`src/hdl/ucwl_pkg.sv`:
```
// ucwl_pkg: shared types and constants for the card identifier whitelist table
// no dependencies; used by the interfaces, controller, datapath, top level and checker
`timescale 1ns / 1ps

package ucwl_pkg;

    // field widths fixed by the item formats
    localparam int UID_W    = 32;
    localparam int MODE_W   = 2;
    localparam int STATUS_W = 3;
    localparam int ENT_W    = 5;

    // default table depth and the card present after reset
    localparam int               P_TABLE_DEPTH = 16;
    localparam logic [UID_W-1:0] P_PRESET_UID  = 32'hD724_5B6A;

    // requested operation; the unused code behaves as a lookup
    typedef enum logic [MODE_W-1:0] {
        MODE_LOOKUP = 2'd0,
        MODE_ADD    = 2'd1,
        MODE_DELETE = 2'd2
    } t_mode;

    // result codes
    typedef enum logic [STATUS_W-1:0] {
        ST_GRANTED   = 3'd0,
        ST_DENIED    = 3'd1,
        ST_ADDED     = 3'd2,
        ST_PRESENT   = 3'd3,
        ST_FULL      = 3'd4,
        ST_DELETED   = 3'd5,
        ST_NOT_FOUND = 3'd6
    } t_status;

    // controller states
    typedef enum logic [2:0] {
        S_IDLE,
        S_SCAN,
        S_APPEND,
        S_MOVE_RD,
        S_MOVE_WR,
        S_RESULT
    } t_state;

    // controller to datapath commands
    typedef struct packed {
        logic    load;
        logic    scan;
        logic    append;
        logic    move_rd;
        logic    move_wr;
        logic    status_we;
        t_status status;
    } t_cmd;

    // datapath to controller status
    typedef struct packed {
        logic  hit;
        logic  miss;
        logic  not_full;
        t_mode mode;
    } t_sts;

endpackage

```
`src/hdl/ucwl_datapath.sv`:
```
// ucwl_datapath: identifier memory, entry count, scan pointer, compare and result register
// depends on ucwl_pkg (t_cmd, t_sts, preset identifier)
`timescale 1ns / 1ps

module ucwl_datapath
    import ucwl_pkg::*;
#(
    parameter int TABLE_DEPTH = P_TABLE_DEPTH
) (
    input  logic                i_clk,
    input  logic                i_rst_n,
    input  t_cmd                i_cmd,
    output t_sts                o_sts,
    input  logic [MODE_W-1:0]   i_mode,
    input  logic [UID_W-1:0]    i_uid,
    output logic [STATUS_W-1:0] o_status,
    output logic [ENT_W-1:0]    o_entries_used
);

    localparam int CW = $clog2(TABLE_DEPTH + 1);
    localparam int AW = (TABLE_DEPTH > 1) ? $clog2(TABLE_DEPTH) : 1;

    logic [UID_W-1:0] mem [0:TABLE_DEPTH-1];

    logic [UID_W-1:0] r_uid;
    t_mode            r_mode;
    logic [CW-1:0]    r_count;
    logic [CW-1:0]    r_idx;
    logic             r_rd_vld;
    logic [AW-1:0]    r_rd_idx;
    logic [UID_W-1:0] r_rd_data;
    logic [AW-1:0]    r_pos;
    logic             r_preset;
    t_status          r_status;

    logic             scan_rd;
    logic             rd_en;
    logic [AW-1:0]    rd_addr;
    logic [CW-1:0]    last_idx;
    logic             wr_en;
    logic [AW-1:0]    wr_addr;
    logic [UID_W-1:0] wr_data;
    logic             hit;

    // read and write port selection
    assign last_idx = r_count - CW'(1);
    assign scan_rd  = i_cmd.scan && (r_idx < r_count);
    assign rd_en    = scan_rd || i_cmd.move_rd;
    assign rd_addr  = i_cmd.move_rd ? last_idx[AW-1:0] : r_idx[AW-1:0];
    assign wr_en    = i_cmd.append || i_cmd.move_wr;
    assign wr_addr  = i_cmd.append ? r_count[AW-1:0] : r_pos;
    assign wr_data  = i_cmd.append ? r_uid : r_rd_data;

    // identifier memory; entry 0 reads as the preset card until first written
    always_ff @(posedge i_clk) begin
        if (wr_en) begin
            mem[wr_addr] <= wr_data;
        end
        if (rd_en) begin
            if (rd_addr == '0 && r_preset) begin
                r_rd_data <= P_PRESET_UID;
            end else begin
                r_rd_data <= mem[rd_addr];
            end
        end
    end

    // compare the registered entry against the request identifier
    assign hit = r_rd_vld && (r_rd_data == r_uid);

    assign o_sts.hit      = hit;
    assign o_sts.miss     = (r_idx >= r_count) && !hit;
    assign o_sts.not_full = r_count < CW'(TABLE_DEPTH);
    assign o_sts.mode     = r_mode;

    // count, preset flag and scan pipeline control
    always_ff @(posedge i_clk) begin
        if (!i_rst_n) begin
            r_count  <= CW'(1);
            r_preset <= 1'b1;
            r_rd_vld <= 1'b0;
        end else begin
            r_rd_vld <= scan_rd;
            if (i_cmd.append) begin
                r_count <= r_count + CW'(1);
            end else if (i_cmd.move_wr) begin
                r_count <= last_idx;
            end
            if (wr_en && wr_addr == '0) begin
                r_preset <= 1'b0;
            end
        end
    end

    // request latch, scan pointer, hit position and result code
    always_ff @(posedge i_clk) begin
        if (i_cmd.load) begin
            r_uid  <= i_uid;
            r_mode <= t_mode'(i_mode);
            r_idx  <= '0;
        end else if (scan_rd) begin
            r_idx <= r_idx + CW'(1);
        end
        if (scan_rd) begin
            r_rd_idx <= r_idx[AW-1:0];
        end
        if (i_cmd.scan && hit) begin
            r_pos <= r_rd_idx;
        end
        if (i_cmd.status_we) begin
            r_status <= i_cmd.status;
        end
    end

    assign o_status       = r_status;
    assign o_entries_used = ENT_W'(r_count);

endmodule

```
`config.mk`:
```
export PLATFORM = sky130hd
export DESIGN_NAME = ucwl_datapath
export DESIGN_NICKNAME = d
export VERILOG_FILES = /design/src/hdl/ucwl_pkg.sv /design/src/hdl/ucwl_datapath.sv
export SDC_FILE = /design/constraint.sdc
export NUM_CORES = 1
export LEC_CHECK = 0
export ABC_AREA = 1
export BUFFER_PORTS_ARGS = -buffer_cell sky130_fd_sc_hd__buf_2
export CAP_MARGIN = 40
export CORE_MARGIN = 2
export CORE_UTILIZATION = 55
export DETAILED_ROUTE_END_ITERATION = 8
export PLACE_DENSITY = 0.71
export SLEW_MARGIN = 20
export SYNTH_ARGS = -nofsm -noshare
export SYNTH_HDL_FRONTEND = slang
export SYNTH_SLANG_ARGS = --single-unit
```
`constraint.sdc`:
```
create_clock -name i_clk -period 3.7 [get_ports i_clk]
set_clock_uncertainty 0.1 [all_clocks]
set_input_delay 0.74 -clock i_clk [delete_from_list [all_inputs] [get_ports i_clk]]
set_output_delay 0.74 -clock i_clk [all_outputs]
set_load 0.05 [all_outputs]
```
Word-level counts from Yosys, hierarchy flattened
Memory sizes are Yosys's and may differ from the RTL's. A register that Yosys moved wholly into a read port is not among the register bits.
Cells that the tools add are included.
{"block": "totals", "reg_bits": 57, "mem_bits_rw": 512, "in_bits": 45, "out_inout_bits": 13, "wordCells": 36, "n_memories": 1}
{"block": "classes", "add_sub_neg": 3, "order_cmp": 3, "eq_ne": 1, "muxes": 7, "reduce_logical": 12}
{"name": "mem", "depth": 16, "word_bits": 32, "read_ports": 1, "rd_ports_with_merged_regs": 1, "wr": 1, "line": "ucwl_datapath.sv:23", "source": "logic [UID_W-1:0] mem [0:TABLE_DEPTH-1];"}
{"op": "equality test 32 bit", "count": 1}
{"op": "2-to-1 mux 32 bit", "count": 1}
{"op": "adder 5 x 1 -> 5 bit, second input constant", "count": 2}
{"op": "2-to-1 mux 5 bit", "count": 2}
{"op": "logical NOT 4 bit", "count": 2}
{"op": "2-to-1 mux 4 bit", "count": 2}
{"op": "logical AND 1 bit", "count": 6}
{"op": ">= comparator 5 bit", "count": 1}
{"op": "< comparator 5 bit", "count": 1}
{"op": "< comparator 5 bit, second input constant", "count": 1}
{"op": "subtractor 5 x 1 -> 5 bit, second input constant", "count": 1}
{"op": "logical OR 1 bit", "count": 2}
{"op": "2-to-1 mux 1 bit", "count": 2}
{"op": "nonzero test 2 bit", "count": 1}
{"op": "logical NOT 1 bit", "count": 1}

Longest topological paths before layout
Gate-level depths: netlist of the first run.
{"block": "logic_depth", "ltp_word": 4, "depth_mapped": 14, "mapped_depth_nobuf": 13}

Worst setup path after synthesis of the first run
OpenSTA, ideal clock, no wires.
{"block": "synth_timing", "kind": "input port to flip-flop", "from": "input i_cmd[6] in the netlist's numbering", "to": "memory mem[0][0], enable pin", "setup_time_ns": 0.422, "arrival_ns": 2.790, "required_ns": 3.178, "setup_slack_ns": 0.388, "cell_stages": 4, "n_path_buf": 1, "cell_sequence": "buf_2 o21ai_0 nand3_1 nor2_1"}
{"block": "synth_via", "elab_chain_cells": 3, "elab_cells_between_ends": 4, "classes_between": "3 x mux; 1 x reduce/logical"}
{"item": "start, declared", "line": "ucwl_datapath.sv:12", "source": "input t_cmd i_cmd,"}
{"item": "logical OR 1 bit", "line": "ucwl_datapath.sv:50", "source": "assign wr_en = i_cmd.append || i_cmd.move_wr;"}
{"item": "2-to-1 mux 1 bit", "line": "ucwl_datapath.sv:56", "source": "if (wr_en) begin"}
{"item": "2-to-1 mux 1 bit (implied by the code)", "line": "ucwl_datapath.sv:57", "source": "mem[wr_addr] <= wr_data;"}
{"item": "end, declared", "line": "ucwl_datapath.sv:23"}
Parallel ways exist; a longest one is shown, timed or not.

==> flow_summary.ini, run 1 <==
[outcome]
status = completed

[clock_tree]
cts_root_buf = clkbuf_16
cts_resized = 0
post_cts_buffers = 0
path_clk_slew_ps = 60
htree_num_levels = 2
cts_hold_buf = 0
numCtsBuffers = 59
clock_path_buffers = 3
clock_latency_ps = 630
cts_sinks = 601
cts_tree = done

[critical_path]
r2r-end = r_rd_data[2]
cp.arrival_ps = 2590
required_ps = 2860
reg2regPathDepth = 13
setup.worst_path.class = reg -> out
cp_max_fo = 2
cp-end-kind = output pin
rrSetupSlack_ps = 850
reg2reg_from = o_entries_used[0]
start_kind = register

[layout]
diodes = 0
nets = 2334
final_cells = 2928
syn_to_final_growth_pct = 12.9
drive_gt1_share_pct = 10.2

[detailed_routing]
detail_route.wl_per_cell_um = 21.5
route.detailed.drc = 0
drt_first_iter_violations = 2084
drt_wl_total_mm = 62.9
vias = 17000
drt_pass1_iterations = 5
postRouteAntennaNets = 0
via_per_inst = 5.81

[timing]
tns_ps = 0
max_freq_mhz = 292
report.final.setup_viol = 0
hold_viol_final = 0
fin_crit_sh_pct = 92.6
tightestPinTransition_ps = 818
finalCriticalPeriod_ps = 3430
maxSlewHeadroom_pct = 45.5
rsz0062_at_grt = false
drv_slew = 0

[yosys]
yosys.area.top_type = edfxtp_1
synth_nets = 2268
ys_seq_elements = 601
seq_area_frac_synth_pct = 71.8
yosysWarnings = 0
syn_inst = 2215
syn_area_per_cell_um2 = 11.3
synth_edf_count = 589
netlist.area_leader.share_pct = 70.8
synthesis.area_um2 = 25000
yosys-top-cells-area = edfxtp_1 71%, nand2_1 12%, nand3_1 7.1%, nor2_1 1.6%, buf_2 1.5%
yosys-top-cells-count = 788 x nand2_1, 589 x edfxtp_1, 352 x nand3_1
dominantRegCellSynth = edfxtp_1
synth_cell_types = 29
synth.most_common_cell = nand2_1
async_flop_share_pct = 0

[global_routing]
antenna_found_initial = 0
grt_max_degree = 152
track_usage_pct = 27.3
grt_pass1_vias = 16300
grt_pass1_wl_mm = 96.0
gr-total-overflow = 0

[power_and_ir_drop]
netSwitchingFraction_pct = 26.3
cellLeakagePower_uw = 0.0106
power.density_nw_per_um2 = 574
p_clk_share_pct = 36.0
irDropWorstVdd_mv = 0.423
intPower_uw = 11900
comb_power_share_pct = 13.5
seqPwrFrac_pct = 50.5
p_sw_uw = 4250

[floorplanning]
ios = 58
die_w_um = 217
initial_core_util_pct = 55.4
die_y_um = 217
fp-row-count = 78
die_area_um2 = 47100
design.core.area_um2 = 45100

[worst_hold_path]
hold_path.class = in -> reg
min_path_cells = 1
holdCritStartpoint = i_uid[8]
min_to = r_uid[8]

[placed_design]
portBuffers = 57
place_congestion = 0.900
post-dp-hpwl_mm = 32.9
placedCellCount = 2820

[run]
max_cap_violations = 0
-- cells in the final DEF, fill, tap and decap left out, types with 12 or more instances in the layout --
cell,instances
a21oi_1,13
o21ai_0,59
dfxtp_1,12
clkbuf_1,12
nand3_1,352
inv_1,96
o21ai_1,34
clkinv_2,14
clkinv_1,12
buf_12,21
nor2_4,16
buf_4,40
buf_2,57
nand2_1,785
edfxtp_1,589
nor2_1,91
clkbuf_16,60
-- worst max path at each step --
stage,from,slack [ps],cells after the start,endpoint
2_1_floorplan,i_cmd[6],390,4,mem[0][0]
3_3_place_gp,i_cmd[5],750,11,r_rd_data[5]
3_5_place_dp,i_cmd[5],720,11,r_rd_data[5]
4_1_cts,r_uid[4],330,7,o_sts[4]
5_1_grt,r_uid[4],270,7,o_sts[4]
6_report,r_uid[4],270,7,o_sts[4]
-- metal layers --
| layer | track usage, % | part of all wire [%] | vias to the layer above |
|---|---|---|---|
| li1 | - | - | 7724 |
| met1 | 38.4 | 40 | 8224 |
| met2 | 43.6 | 47 | 925 |
| met3 | 4.37 | 10 | 143 |
| met4 | 9.66 | 3.3 | 0 |
| met5 | 0 | 0 | - |
-- worst max-delay path: stages, from the launching register on --
cell and delay (ps):
edfxtp_1 460, xor2_1 190, nor2_1 260, nand2_1 150, nor2_1 130, nand3_1 270
nor2_1 220, buf_2 290
-- kinds of logic after synthesis --
family / share of synthesized area (%)
DFF: 71.8
and+or+nand+nor: 21.0
xor gates and xnor gates: 0.526
adders and majority gates: 0.401
buffers and inverters: 3.99
AOI/OAI and AO/OA: 2.28
-- final cells by class --
type,instances,area [um^2]
clock buffers,72,1550
clock inverters,36,314
fillers,3460,16900
inverters,100,380
multi-input cells,1399,6230
flip-flops and latches,601,17900
well taps,600,751
repair buffers,120,1050
-- registers in the layout, indices dropped and copies added, names as in the netlist, 2 cells and up --
register,flops
mem,512
r_rd_data,32
r_uid,32
o_entries_used,5
r_idx,5
r_pos,4
r_rd_idx,4
o_status,3
r_mode,2
-- power by group through the flow --
stage               clock network, uW  logic, uW  registers (uW)
global route                     6130       2420            8200
floorplan                           0       1380            8300
detailed placement                  0       2150            8320
finish                           5820       2180            8180
global placement                    0       2090            8310
CTS                              5880       2160            8180
-- stage by stage --
| step | total power, uW | utilization (%) | setup WS [ps] | hold WS (ps) | cell area, um^2 |
|---|---|---|---|---|---|
| after detailed placement | 10500 | 58.4 | 721 | 319 | 26300 |
| after CTS | 16200 | 62.5 | 329 | 159 | 28200 |
| after global placement | 10400 | 58.3 | 752 | 301 | 26300 |
| after floorplan | 9690 | - | 388 | 300 | 25000 |
| final | 16200 | 62.5 | 273 | 184 | 28200 |
| after global routing | 16700 | 62.5 | 274 | 167 | 28200 |
No activity file was read; power rests on OpenSTA's default activity.
==> run 2: changes to the inputs <==
--- a/config.mk
+++ b/config.mk
@@ -12,6 +12,7 @@
 export CORE_UTILIZATION = 55
 export DETAILED_ROUTE_END_ITERATION = 8
 export PLACE_DENSITY = 0.71
+export REMOVE_ABC_BUFFERS = 1
 export SLEW_MARGIN = 20
 export SYNTH_ARGS = -nofsm -noshare
 export SYNTH_HDL_FRONTEND = slang
==> run 2 against run 1 <==
Compared with the run above: register-to-register slack worse by 20 ps; largest power group unchanged; critical path depth fell by 1; clock power fell by 0.7%; largest cell class unchanged; core utilization rose by 0.22 points; flip-flop and latch count unchanged; cell count up 0.34%; hold slack better by 6.5 ps.
==> flow_summary.ini, run 2 (synthesis results as in run 1) <==
[run]
max_cap_violations = 0

[floorplanning]
die_area_um2 = 47100
ios = 58
initial_core_util_pct = 55.4
die_w_um = 217
die_y_um = 217
fp-row-count = 78
design.core.area_um2 = 45100

[layout]
final_cell_mix = 785 x nand2_1, 589 x edfxtp_1, 352 x nand3_1
syn_to_final_growth_pct = 13.3
largestRegisters = mem x512, r_rd_data x32, r_uid x32
nets = 2351
diodes = 0
postLayoutCoreUtil_pct = 62.8
layout_commonest_cell = nand2_1
largest_reg_flops = 512
top_register = mem
stdcell_area_um2 = 28300
fill_cells = 3431
drive_gt1_share_pct = 10.5

[detailed_routing]
detail_route.wl_per_cell_um = 21.5
drt_first_iter_violations = 2130
drt_wl_total_mm = 63.2
postRouteAntennaNets = 0
drt_pass1_iterations = 6
via_per_inst = 5.71
route.detailed.drc = 0
vias = 16800

[power_and_ir_drop]
power.density_nw_per_um2 = 572
irDropWorstVdd_mv = 0.427
cellLeakagePower_uw = 0.0107

[global_routing]
grt_pass1_vias = 16000
grt_pass1_wl_mm = 95.7
gr-total-overflow = 0
antenna_found_initial = 0
track_usage_pct = 27.1
grt_max_degree = 88

[clock_tree]
numCtsBuffers = 60
cts_tree = done
post_cts_buffers = 0
htree_num_levels = 2
cts_hold_buf = 0
cts_resized = 0
path_clk_slew_ps = 60
cts_root_buf = clkbuf_16
cts_sinks = 601
clock_latency_ps = 620
clock_path_buffers = 3

[timing]
fin_crit_sh_pct = 95.8
tightestPinTransition_ps = 794
report.final.setup_viol = 0
hold_ws_ps = 190
rsz0062_at_grt = false
hold_viol_final = 0
max_freq_mhz = 282
finalCriticalPeriod_ps = 3550
maxSlewHeadroom_pct = 47.1
drv_slew = 0

[critical_path]
required_ps = 2860
setup.worst_path.class = reg -> out
cp_max_fo = 2
cp-startpoint = r_uid[10]
rrSetupSlack_ps = 830
cp.arrival_ps = 2710
reg2reg_from = o_entries_used[0]
r2r-end = r_rd_data[26]
cp-end-kind = output pin
start_kind = register
reg2regPathDepth = 12

[outcome]
status = completed

[placed_design]
portBuffers = 57
post-dp-hpwl_mm = 35.5
dpl_cell_area_um2 = 26500
place_congestion = 0.853

[worst_hold_path]
hold_path.class = in -> reg
holdCritStartpoint = i_uid[21]
min_to = r_uid[21]
min_path_cells = 1
==> run 2: cell count changes in the layout (fill, tap and decap cells not counted), sizes merged <==
cell,delta
buf,+16
bufinv,-1
clkbuf,+5
clkinv,-7
clkinvlp,-2
inv,-1
==> run 2: worst max path at each step <==
stage	end	slack, ps	cells past startpoint
2_1_floorplan	r_rd_data[11]	-1260	8
3_3_place_gp	r_rd_data[31]	780	11
3_5_place_dp	r_rd_data[3]	720	11
4_1_cts	o_sts[4]	140	6
5_1_grt	o_sts[4]	70	6
6_report	o_sts[4]	150	6
==> run 2: metrics by stage <==
stage	worst slack, ps	setup TNS, ps	instances	power (uW)
floorplan	-1260	-39680	2100	9610
global placement	780	0	2831	10400
detailed placement	720	0	2836	10500
CTS	144	0	2938	16200
global route	65.4	0	2938	16800
finish	154	0	2938	16200
==> run 2: where the power goes <==
part           leakage [uW]  internal [uW]  switching [uW]
Combinational       0.00427            614            1610
Clock              0.000901           3310            2470
Sequential          0.00552           8030             150
Total                0.0107          12000            4240
==> run 2: per-layer routing <==
layer	vias up	global-route usage, %	part of all wire, %
met4	0	10.3	3.7
met5	-	0	0
met2	831	43.2	47
li1	7751	-	-
met3	133	4.67	9.4
met1	8064	37.8	40
==> run 2: cell type report <==
class                   count  area [um^2]  area share [%]
inverters                 100          380            1.34
flip-flops and latches    601        17900            63.4
multi-input cells        1399         6230            22.0
well taps                 600          751            2.65
clock buffers              77         1610            5.68
repair buffers            136         1170            4.15
clock inverters            25          228           0.805
==> run 2: critical path, stage by stage (launching register included) <==
cell and delay, ps:
edfxtp_1 470, xnor2_1 330, nand2_1 100, nor2_1 470, nand3_1 210, nor2_1 200
buf_2 290
