--- config.mk ---
export PLATFORM = sky130hd
export DESIGN_NAME = ucwl_ctrl
export DESIGN_NICKNAME = d
export VERILOG_FILES = /design/src/hdl/ucwl_pkg.sv /design/src/hdl/ucwl_ctrl.sv
export SDC_FILE = /design/constraint.sdc
export NUM_CORES = 1
export LEC_CHECK = 0
export ABC_AREA = 0
export BUFFER_PORTS_ARGS = -buffer_cell sky130_fd_sc_hd__buf_2
export CAP_MARGIN = 15
export CORE_AREA = 2 2 39 41
export CTS_BUF_LIST = sky130_fd_sc_hd__clkbuf_2 sky130_fd_sc_hd__clkbuf_4 sky130_fd_sc_hd__clkbuf_8
export DETAILED_ROUTE_END_ITERATION = 6
export DIE_AREA = 0 0 41 43
export HOLD_SLACK_MARGIN = 0.05
export PLACE_DENSITY = 0.61
export SLEW_MARGIN = 30
export SYNTH_ARGS = -nofsm -noshare
export SYNTH_HDL_FRONTEND = slang
export SYNTH_SLANG_ARGS = --single-unit
--- constraint.sdc ---
create_clock -name i_clk -period 1.1 [get_ports i_clk]
set_input_delay 0.11 -clock i_clk [delete_from_list [all_inputs] [get_ports i_clk]]
set_output_delay 0.11 -clock i_clk [all_outputs]
set_load 0.02 [all_outputs]
--- src/hdl/ucwl_pkg.sv ---
// ucwl_pkg: shared types and constants for the card identifier whitelist table
// no dependencies; used by the interfaces, controller, datapath, top level and checker
`timescale 1ns / 1ps

package ucwl_pkg;

    // field widths fixed by the item formats
    localparam int UID_W    = 32;
    localparam int MODE_W   = 2;
    localparam int STATUS_W = 3;
    localparam int ENT_W    = 5;

    // default table depth and the card present after reset
    localparam int               P_TABLE_DEPTH = 16;
    localparam logic [UID_W-1:0] P_PRESET_UID  = 32'hD724_5B6A;

    // requested operation; the unused code behaves as a lookup
    typedef enum logic [MODE_W-1:0] {
        MODE_LOOKUP = 2'd0,
        MODE_ADD    = 2'd1,
        MODE_DELETE = 2'd2
    } t_mode;

    // result codes
    typedef enum logic [STATUS_W-1:0] {
        ST_GRANTED   = 3'd0,
        ST_DENIED    = 3'd1,
        ST_ADDED     = 3'd2,
        ST_PRESENT   = 3'd3,
        ST_FULL      = 3'd4,
        ST_DELETED   = 3'd5,
        ST_NOT_FOUND = 3'd6
    } t_status;

    // controller states
    typedef enum logic [2:0] {
        S_IDLE,
        S_SCAN,
        S_APPEND,
        S_MOVE_RD,
        S_MOVE_WR,
        S_RESULT
    } t_state;

    // controller to datapath commands
    typedef struct packed {
        logic    load;
        logic    scan;
        logic    append;
        logic    move_rd;
        logic    move_wr;
        logic    status_we;
        t_status status;
    } t_cmd;

    // datapath to controller status
    typedef struct packed {
        logic  hit;
        logic  miss;
        logic  not_full;
        t_mode mode;
    } t_sts;

endpackage

--- src/hdl/ucwl_ctrl.sv ---
// ucwl_ctrl: sequencer for scan, append, delete move and result hand-off
// depends on ucwl_pkg (t_state, t_cmd, t_sts)
`timescale 1ns / 1ps

module ucwl_ctrl
    import ucwl_pkg::*;
(
    input  logic i_clk,
    input  logic i_rst_n,
    input  logic i_req_valid,
    output logic o_req_ready,
    output logic o_rsp_valid,
    input  logic i_rsp_ready,
    output t_cmd o_cmd,
    input  t_sts i_sts
);

    t_state r_state;
    t_state n_state;

    // state register
    always_ff @(posedge i_clk) begin
        if (!i_rst_n) begin
            r_state <= S_IDLE;
        end else begin
            r_state <= n_state;
        end
    end

    // next state
    always_comb begin
        n_state = r_state;
        case (r_state)
            S_IDLE: begin
                if (i_req_valid) begin
                    n_state = S_SCAN;
                end
            end
            S_SCAN: begin
                if (i_sts.hit) begin
                    case (i_sts.mode)
                        MODE_DELETE: n_state = S_MOVE_RD;
                        default:     n_state = S_RESULT;
                    endcase
                end else if (i_sts.miss) begin
                    if (i_sts.mode == MODE_ADD && i_sts.not_full) begin
                        n_state = S_APPEND;
                    end else begin
                        n_state = S_RESULT;
                    end
                end
            end
            S_APPEND:  n_state = S_RESULT;
            S_MOVE_RD: n_state = S_MOVE_WR;
            S_MOVE_WR: n_state = S_RESULT;
            S_RESULT: begin
                if (i_rsp_ready) begin
                    n_state = S_IDLE;
                end
            end
            default:   n_state = S_IDLE;
        endcase
    end

    // outputs and datapath commands
    always_comb begin
        o_req_ready = 1'b0;
        o_rsp_valid = 1'b0;
        o_cmd       = '0;
        o_cmd.status = ST_GRANTED;
        case (r_state)
            S_IDLE: begin
                o_req_ready = 1'b1;
                o_cmd.load  = i_req_valid;
            end
            S_SCAN: begin
                o_cmd.scan = 1'b1;
                if (i_sts.hit) begin
                    case (i_sts.mode)
                        MODE_ADD: begin
                            o_cmd.status_we = 1'b1;
                            o_cmd.status    = ST_PRESENT;
                        end
                        MODE_DELETE: begin
                            o_cmd.status_we = 1'b0;
                        end
                        default: begin
                            o_cmd.status_we = 1'b1;
                            o_cmd.status    = ST_GRANTED;
                        end
                    endcase
                end else if (i_sts.miss) begin
                    case (i_sts.mode)
                        MODE_ADD: begin
                            o_cmd.status_we = !i_sts.not_full;
                            o_cmd.status    = ST_FULL;
                        end
                        MODE_DELETE: begin
                            o_cmd.status_we = 1'b1;
                            o_cmd.status    = ST_NOT_FOUND;
                        end
                        default: begin
                            o_cmd.status_we = 1'b1;
                            o_cmd.status    = ST_DENIED;
                        end
                    endcase
                end
            end
            S_APPEND: begin
                o_cmd.append    = 1'b1;
                o_cmd.status_we = 1'b1;
                o_cmd.status    = ST_ADDED;
            end
            S_MOVE_RD: begin
                o_cmd.move_rd = 1'b1;
            end
            S_MOVE_WR: begin
                o_cmd.move_wr   = 1'b1;
                o_cmd.status_we = 1'b1;
                o_cmd.status    = ST_DELETED;
            end
            S_RESULT: begin
                o_rsp_valid = 1'b1;
            end
            default: begin
                o_req_ready = 1'b0;
            end
        endcase
    end

endmodule

Word level (Yosys, flattened, before mapping). Cells that the tools add are included.

Bits in registers: 3. Output and inout port bits: 11. Bits of input ports: 9.

Reduce and logical (&&, ||, !) cells: 5. Mux-type cells: 20. Equal/unequal tests: 10.

Operators by type and width (count): 3-bit 2-to-1 mux (6); 3-bit one-hot mux with 5 select lines (1); 4-bit one-hot mux with 3 select lines (1); 1-bit 2-to-1 mux (8); 4-bit 2-to-1 mux (2); 4-bit one-hot mux with 2 select lines (1); 3-bit by 2-bit equality test with 1-bit output (second input constant) (2); 3-bit equality test (second input constant) (2); 2-bit inequality test (second input constant) (2); 3-bit by 1-bit equality test with 1-bit output (second input constant) (1); 3-bit logical NOT (1); 3-bit inequality test (second input constant) (1); 3-bit AND reduction (1); 2-bit by 1-bit equality test with 1-bit output (second input constant) (1); 2-bit equality test (second input constant) (1); 2-bit 2-to-1 mux (1); 2-bit OR reduction (1); 1-bit logical AND (1); 1-bit logical NOT (1).

Depth between registers and ports, before layout. Gate-level depths: netlist of run 1.

Depth in word-level cells: 6. Gate-level depth with buffers: 6. Gate-level depth less buffers: 6.

Least setup slack after synthesis of run 1. Ideal clock, no wire load.

Path kind: register -> output. Start: register r_state[2]. End: output o_cmd[0] (netlist bit). Buffers on the path: 1. Data arrival time: 1.423 ns. Slack: -0.433 ns. Stages on the path, launching flop included: 4. Cell sequence: dfxtp_1 buf_2 nor3b_1 o21bai_1.

RTL lines: start, declared (line ucwl_ctrl.sv:18) `t_state r_state;`; start signal, assigned (line ucwl_ctrl.sv:26) `r_state <= n_state;`; end, declared (line ucwl_ctrl.sv:14) `output t_cmd o_cmd,`.

==> impl_metrics.yaml, run 1 <==
route:
  vias: 510
  drt_iter0_drc: 12
  drc: 0
  dr.pass1.iters: 4
  drtAntennaViolNets: 0
  vias_per_cell: 4.81
  routed_wl_microns: 1260
  wl_per_cell_microns: 11.9
floorplan:
  num_rows: 14
  dieWidth_microns: 41
  fp.dieArea_sq_um: 1760
  die_y_microns: 43
  ios: 20
  initial_core_util_pct: 25.9
  coreArea_sq_um: 1380
finish:
  n_antenna_cell: 0
  drive_above_1_share_pct: 78.9
  area_growth_pct: 143
  fin_nets: 103
  max_flop_register: "r_state"
  largest_registers: "r_state: 3 flops"
  stdcell_area_sq_um: 873
  largest_reg_flops: 3
timing:
  maxSlewViolCount: 0
  final.setup.worst_slack_ns: -0.319
  skew_ns: 0.00453
  relSlewSlack_pct: 80.0
  rsz0062_at_grt: "true"
  period_needed_ns: 1.42
  hold_viol: 0
  timing.final.crit_share_pct: 129
  final-setup-viol-count: 14
  tightest_slew_ns: 0.299
  max_freq_ghz: 0.705
placement:
  placed_area_sq_um: 629
  dp_slack_ns: -0.311
  routabilityCongestion: 0.802
  portBuffers: 19
  dp_hpwl_microns: 935
min_path:
  min_path_type: "primary input to register"
setup_path:
  path_class: "register to primary output"
  cp.arrival_ns: 1.31
  critPathTopFamily: "simple AND/OR/NAND/NOR gates"
  endpoint_kind: "primary output"
  critical_path.max_stage_delay_ns: 0.33
  worstSetupStartpointType: "register"
  critical_path_required_ns: 0.99
  path_buf_inv: 1
  crit_fanout: 3
  crit_slowest_cell: "dfxtp_2"
  cp_cell_sequence: "and2b_2 -> nand2_2 -> nor3_2 -> o31a_1 -> buf_6"
logic_synthesis:
  syn_avg_cell_area_sq_um: 7.64
  synth_edf_count: 0
  ys_seq_elements: 3
  ys_seq_area_share_pct: 16.7
  yosys_warnings: 0
  async_reset_ff_share_pct: 0
  syn_area_sq_um: 359
  netlist-cell-type-count: 27
  synth_nets: 59
  synth_cells: 47
  synthFlopType: "dfxtp_1"
pwr:
  leakage_uw: 0.000418
  pwr-share-seq_pct: 14.5
  switching_share_pct: 35.0
  intPower_uw: 603
  vdd_drop_max_v: 0.000414
  p_per_area_nw_per_um2: 1060
  power_switching_uw: 325
  p_comb_share_pct: 61.1
  clockPowerShare_pct: 24.4
global_route:
  grt_max_degree: 8
  grt_use_total_pct: 16.5
  grt_pass1_wl_microns: 2010
  grt-ovfl-total: 0
  antenna_found_initial: 0
  grt_pass1_vias: 503
status:
  status: "finished with violations"
  violations: "negative setup slack"
cts:
  clk_pin_slew_ns: 0.04
  ctsHoldBuffers: 0
  cts_max_level: 1
  cts_root_buf: "clkbuf_4"
  tritoncts: "done"
  clk_latency_ns: 0.24
  cts_buffer_depth: 2
  numCtsBuffers: 3
  cts_num_sinks: 3
job:
  cap_violations: 0
-- power by group through the flow --
stage,sequential (uW),combinational [uW],clock (uW)
2_1_floorplan,132,223,0
3_3_place_gp,137,367,0
3_5_place_dp,137,374,0
4_1_cts,132,502,234
5_1_grt,136,602,240
6_report,134,567,226
-- synthesized netlist by cell type (2+ instances only) --
library cell / count / area [sq um]
nor2b_1: 3 / 18.8
nand2_1: 2 / 7.51
a21oi_1: 2 / 10.0
o21bai_1: 2 / 15.0
dfxtp_1: 3 / 60.1
ha_1: 3 / 37.5
nor3_1: 2 / 10.0
a22oi_1: 2 / 15.0
nor3b_1: 2 / 15.0
inv_1: 6 / 22.5
and3b_1: 2 / 17.5
and2b_1: 2 / 15.0
and2_1: 2 / 12.5
-- timing repair --
| action | in CTS | in global routing |
|---|---|---|
| pin swaps | 4 | 4 |
| setup endpoints to repair | 14 | 14 |
| setup buffers | 5 | 3 |
| resized for setup | 32 | 11 |
-- cell usage in the layout (no fill, tap or decap), types with 2 or more instances in the layout --
master	Yosys	routed
buf_4	0	18
buf_6	0	14
buf_2	1	8
inv_1	6	4
clkbuf_4	0	4
and3b_1	2	2
nor2b_4	0	2
a22oi_1	2	2
nor3_2	0	2
a21oi_1	2	2
ha_2	0	2
dfxtp_2	0	2
-- cell families after synthesis --
logic type	synth area share (%)
simple gates	35.2
compound gates	27.2
buf+inv	7.66
fa+ha+maj	10.5
flops	16.7
mux	2.79
-- stage by stage --
stage	std cells	TNS (ns)	util, %	hold slack, ns	total power (uW)
5_1_grt	106	-3.65	63.1	0.161	977
4_1_cts	103	-2.99	58.4	0.136	868
3_3_place_gp	94	-1.30	45.5	0.399	504
2_1_floorplan	47	-0.276	-	0.259	355
3_5_place_dp	94	-1.36	45.5	0.400	511
6_report	106	-3.04	63.1	0.140	928
-- area by class of cell --
type | count | area (sq um)
Clock buffer | 4 | 30.0
Inverter | 6 | 25.0
Timing Repair Buffer | 40 | 333
Multi-Input combinational cell | 37 | 399
Sequential cell | 3 | 66.3
Tap cell | 16 | 20.0
Fill cell | 109 | 510
-- path summary, 6_finish.rpt --
path / start / endpoint / slack (ns) / cells after the start
max: r_state[1] / o_cmd[3] / -0.32 / 5
min: i_rst_n / r_state[0] / 0.14 / 3
max reg2reg: r_state[2] / r_state[1] / -0.16 / 4
min reg2reg: r_state[2] / r_state[1] / 0.70 / 3
-- worst min-delay path: cells and delay by family --
kind                   cells  cell delay [ns]
AO/OA/AOI/OAI              1             0.08
buffers and inverters      1             0.11
AND/OR/NAND/NOR            1             0.04
-- layer usage --
layer,routed length [microns],GRT usage (%),share of wire (%),vias to the layer above
li1,-,-,-,253
met2,660,29.1,52,24
met5,0,0,0,-
met3,58,1.57,4.6,5
met4,21,6.00,1.7,0
met1,520,19.2,41,228
Note: power is estimated with default switching activity, not from simulation.
==> inputs of run 2 (changes only) <==
Settings changed: CTS_CLUSTER_SIZE set to 40, PLACE_DENSITY 0.61 to 0.65.
==> impl_metrics.yaml, run 2 (synthesis gave the netlist of run 1 again) <==
finish:
  final_common_cell: "buf_4"
  layout_common_cells: "18 x buf_4, 16 x buf_6, 8 x buf_2, 4 x inv_1, 4 x clkbuf_4"
  fin_nets: 105
  area_growth_pct: 150
  max_flop_register: "r_state"
  fin_cells: 108
  n_antenna_cell: 0
  drive_above_1_share_pct: 78.3
  largest_reg_flops: 3
  largest_registers: "r_state: 3 flops"
setup_path:
  reg2reg_from: "r_state[1]"
  cp.arrival_ns: 1.36
  crit_fanout: 5
  crit_path_start: "r_state[1]"
  path_class: "register to primary output"
  endpoint_kind: "primary output"
  reg2reg_slack_ns: -0.21
  critical_path_required_ns: 0.99
  reg2reg_depth: 6
  worstSetupStartpointType: "register"
  reg2reg_to: "r_state[2]"
  critPathCapture: "o_cmd[0]"
cts:
  cts_root_buf: "clkbuf_4"
  cts_num_sinks: 3
  tritoncts: "done"
  cts_buffer_depth: 2
  clk_pin_slew_ns: 0.04
  numCtsBuffers: 3
  cts_max_level: 1
  clk_latency_ns: 0.23
min_path:
  hp-start: "i_rst_n"
  min_path_type: "primary input to register"
pwr:
  fin_total_pwr_uw: 900
  switching_share_pct: 35.1
  clockPowerShare_pct: 23.7
  power_switching_uw: 315
  leakage_uw: 0.000426
  vdd_drop_max_v: 0.000497
  p_comb_share_pct: 61.3
  p_per_area_nw_per_um2: 1000
  intPower_uw: 585
  pwr-share-seq_pct: 15.0
placement:
  portBuffers: 19
  place_inst: 94
  dp_slack_ns: -0.290
  dp_hpwl_microns: 798
  routabilityCongestion: 0.777
timing:
  final.setup.worst_slack_ns: -0.369
  max_freq_ghz: 0.681
  worst_hold_slack_ns: 0.153
  period_needed_ns: 1.47
  skew_ns: 0.00155
  hold_viol: 0
  relSlewSlack_pct: 78.3
  tightest_slew_ns: 0.325
  timing.final.crit_share_pct: 134
  maxSlewViolCount: 0
  rsz0062_at_grt: "true"
  setup_tns_ns: -3.73
  final-setup-viol-count: 14
status:
  status: "finished with violations"
  violations: "negative setup slack"
global_route:
  antenna_found_initial: 0
  grt_max_degree: 8
  grt_use_total_pct: 15.1
  grt_pass1_vias: 492
  grt-ovfl-total: 0
  grt_pass1_wl_microns: 1870
route:
  drc: 0
  drt_iter0_drc: 8
  dr.pass1.iters: 3
  vias_per_cell: 4.94
  vias: 533
  wl_per_cell_microns: 13.5
  routed_wl_microns: 1460
  drtAntennaViolNets: 0
floorplan:
  dieWidth_microns: 41
  fp.dieArea_sq_um: 1760
  initial_core_util_pct: 25.9
  coreArea_sq_um: 1380
  num_rows: 14
  die_y_microns: 43
  ios: 20
job:
  cap_violations: 0
-- run 2: worst max-delay path: stages, from the launching register on --
cell and delay, ns:
dfxtp_2 0.33, buf_6 0.12, buf_6 0.12, nor3b_4 0.25, o21bai_2 0.18, buf_6 0.14
-- run 2: layout make-up --
class,count,area [sq um]
flip-flops and latches,3,63.8
inverters,6,25.0
well taps,16,20.0
repair buffers,42,355
fillers,106,485
clock buffers,4,30.0
multi-input cells,37,404
-- run 2: metal layers --
| layer | track usage, % | share of wire, % | vias to the layer above |
|---|---|---|---|
| met3 | 4.71 | 3.2 | 2 |
| met1 | 15.4 | 39 | 255 |
| li1 | - | - | 263 |
| met2 | 27.5 | 57 | 13 |
| met4 | 4.00 | 0.75 | 0 |
| met5 | 0 | 0 | - |
-- run 2: worst min path at each step --
| stage | end | slack, ns | cells past startpoint |
|---|---|---|---|
| final | r_state[0] | 0.15 | 3 |
| after global routing | r_state[2] | 0.15 | 3 |
| after CTS | r_state[2] | 0.14 | 3 |
| after detailed placement | r_state[2] | 0.39 | 3 |
| after global placement | r_state[2] | 0.40 | 3 |
| after floorplan | r_state[2] | 0.26 | 2 |
-- run 2: stage by stage --
stage	utilization, %	cell area (sq um)
2_1_floorplan	-	422
3_3_place_gp	45.5	629
3_5_place_dp	45.5	629
4_1_cts	58.6	811
5_1_grt	64.9	898
6_report	64.9	898
-- run 2: power groups by stage --
stage | Clock (uW) | Sequential, uW | Combinational, uW
floorplan | 0 | 132 | 223
global placement | 0 | 132 | 368
detailed placement | 0 | 132 | 370
CTS | 220 | 131 | 467
global route | 238 | 136 | 589
finish | 213 | 135 | 552
-- run 2: repair_timing --
| item | CTS | global route |
|---|---|---|
| pin swaps | 6 | 6 |
| buffers inserted | 6 | 4 |
| hold buffers | 0 | 0 |
| endpoints found under the hold margin | 0 | 0 |
| endpoints found under the setup margin | 14 | 14 |
| resized for setup | 31 | 13 |
==> inputs of run 3 (changes only) <==
Settings changed: REMOVE_ABC_BUFFERS set to 1.
==> impl_metrics.yaml, run 3 (synthesis gave the netlist of run 1 again) <==
timing:
  final.setup.worst_slack_ns: -0.337
  worst_hold_slack_ns: 0.146
  timing.final.crit_share_pct: 131
  rsz0062_at_grt: "true"
  skew_ns: 0.00298
  relSlewSlack_pct: 76.7
  maxSlewViolCount: 0
  hold_viol: 0
  final-setup-viol-count: 14
  setup_tns_ns: -3.04
  max_freq_ghz: 0.696
  period_needed_ns: 1.44
  tightest_slew_ns: 0.348
placement:
  dp_hpwl_microns: 828
  placed_area_sq_um: 567
  portBuffers: 19
  routabilityCongestion: 0.748
global_route:
  grt-ovfl-total: 0
  grt_max_degree: 8
  grt_pass1_wl_microns: 1970
  antenna_found_initial: 0
  grt_pass1_vias: 501
  grt_use_total_pct: 15.9
setup_path:
  worstSetupStartpointType: "register"
  path_class: "register to primary output"
  reg2reg_from: "r_state[2]"
  critical_path.max_stage_delay_ns: 0.36
  reg2reg_slack_ns: -0.16
  reg2reg_to: "r_state[2]"
  crit_fanout: 4
  endpoint_kind: "primary output"
  cp.arrival_ns: 1.33
  crit_slowest_cell: "dfxtp_4"
  cp_cell_sequence: "and2b_2 -> nand2_1 -> nor3_1 -> o31a_1 -> buf_6"
  reg2reg_depth: 5
  critical_path_required_ns: 0.99
cts:
  cts_max_level: 1
  cts_buffer_depth: 2
  clk_latency_ns: 0.24
  numCtsBuffers: 3
  clk_pin_slew_ns: 0.04
  cts_num_sinks: 3
  tritoncts: "done"
  cts_root_buf: "clkbuf_4"
pwr:
  leakage_uw: 0.000409
  p_per_area_nw_per_um2: 1040
  vdd_drop_max_v: 0.000395
finish:
  drive_above_1_share_pct: 70.3
  final_common_cell: "buf_6"
  fin_nets: 104
  fill_cells: 114
  layout_common_cells: "19 x buf_6, 14 x buf_4, 8 x buf_2, 4 x inv_1, 4 x clkbuf_4"
  n_antenna_cell: 0
  largest_reg_flops: 3
  largest_registers: "r_state: 3 flops"
  finish.utilization_pct: 61.2
  max_flop_register: "r_state"
  stdcell_area_sq_um: 847
  area_growth_pct: 136
floorplan:
  ios: 20
  coreArea_sq_um: 1380
  dieWidth_microns: 41
  fp.dieArea_sq_um: 1760
  num_rows: 14
  initial_core_util_pct: 25.9
  die_y_microns: 43
route:
  drc: 0
  wl_per_cell_microns: 12.4
  drtAntennaViolNets: 0
  vias_per_cell: 4.86
  routed_wl_microns: 1330
  drt_iter0_drc: 7
  dr.pass1.iters: 4
  vias: 520
status:
  violations: "negative setup slack"
  status: "finished with violations"
min_path:
  hp-start: "i_rst_n"
  worstHoldPathCells: 3
  hold_end: "r_state[2]"
  min_path_type: "primary input to register"
job:
  cap_violations: 0
-- run 3: cell types whose count changed in the layout (fill, tap and decap cells not counted), moves of 2 or more --
| cell | change |
|---|---|
| ha_1 | +3 |
| buf_6 | +3 |
| o21bai_1 | +2 |
| ha_2 | -2 |
| dfxtp_2 | -3 |
| buf_4 | -4 |
| dfxtp_4 | +3 |
-- run 3: worst max-delay path, delay by kind of cell, from the launching register on --
| kind | cells | cell delay (ns) |
|---|---|---|
| and+or+nand+nor | 3 | 0.35 |
| buffers and inverters | 1 | 0.13 |
| DFF | 1 | 0.36 |
| AOI/OAI and AO/OA | 1 | 0.25 |
-- run 3: worst max path at each step --
stage,start,end,slack (ns),cells past startpoint
4_1_cts,r_state[1],o_cmd[3],-0.34,5
2_1_floorplan,r_state[2],o_cmd[0],-0.42,2
3_3_place_gp,i_sts[0],o_cmd[3],-0.39,7
6_report,r_state[1],o_cmd[3],-0.34,5
3_5_place_dp,i_sts[0],o_cmd[3],-0.40,7
5_1_grt,r_state[1],o_cmd[3],-0.38,5
-- run 3: area by class of cell --
class                           count  area [sq um]  area share [%]
Clock buffer                        4          30.0            3.55
Inverter                            6          22.5            2.66
Multi-Input combinational cell     37           344            40.6
Sequential cell                     3          71.3            8.42
Tap cell                           16          20.0            2.36
Timing Repair Buffer               41           359            42.4
-- run 3: where the power goes --
| part | internal, uW | switching [uW] |
|---|---|---|
| Clock | 161 | 65.6 |
| Sequential | 120 | 16.0 |
| Combinational | 293 | 223 |
-- run 3: metal layers --
metal / track usage [%] / vias up / part of all wire, %
li1: - / 256 / -
met1: 17.3 / 245 / 39
met2: 27.8 / 17 / 54
met3: 4.71 / 2 / 5.4
met4: 4.67 / 0 / 1.7
met5: 0 / - / 0
-- run 3: what timing repair did --
action | CTS | global route
cloned | 0 | 0
resized for setup | 45 | 10
pin swaps | 3 | 2
endpoints found under the setup margin | 14 | 14
hold buffers | 0 | 0
setup buffers | 7 | 2
-- run 3: metrics by stage --
step                      power (uW)  setup slack (ns)  std cells
after floorplan                  310            -0.420         46
after global placement           444            -0.389         94
after detailed placement         448            -0.403         94
after CTS                        840            -0.336        105
after global routing             934            -0.380        107
final                            878            -0.337        107
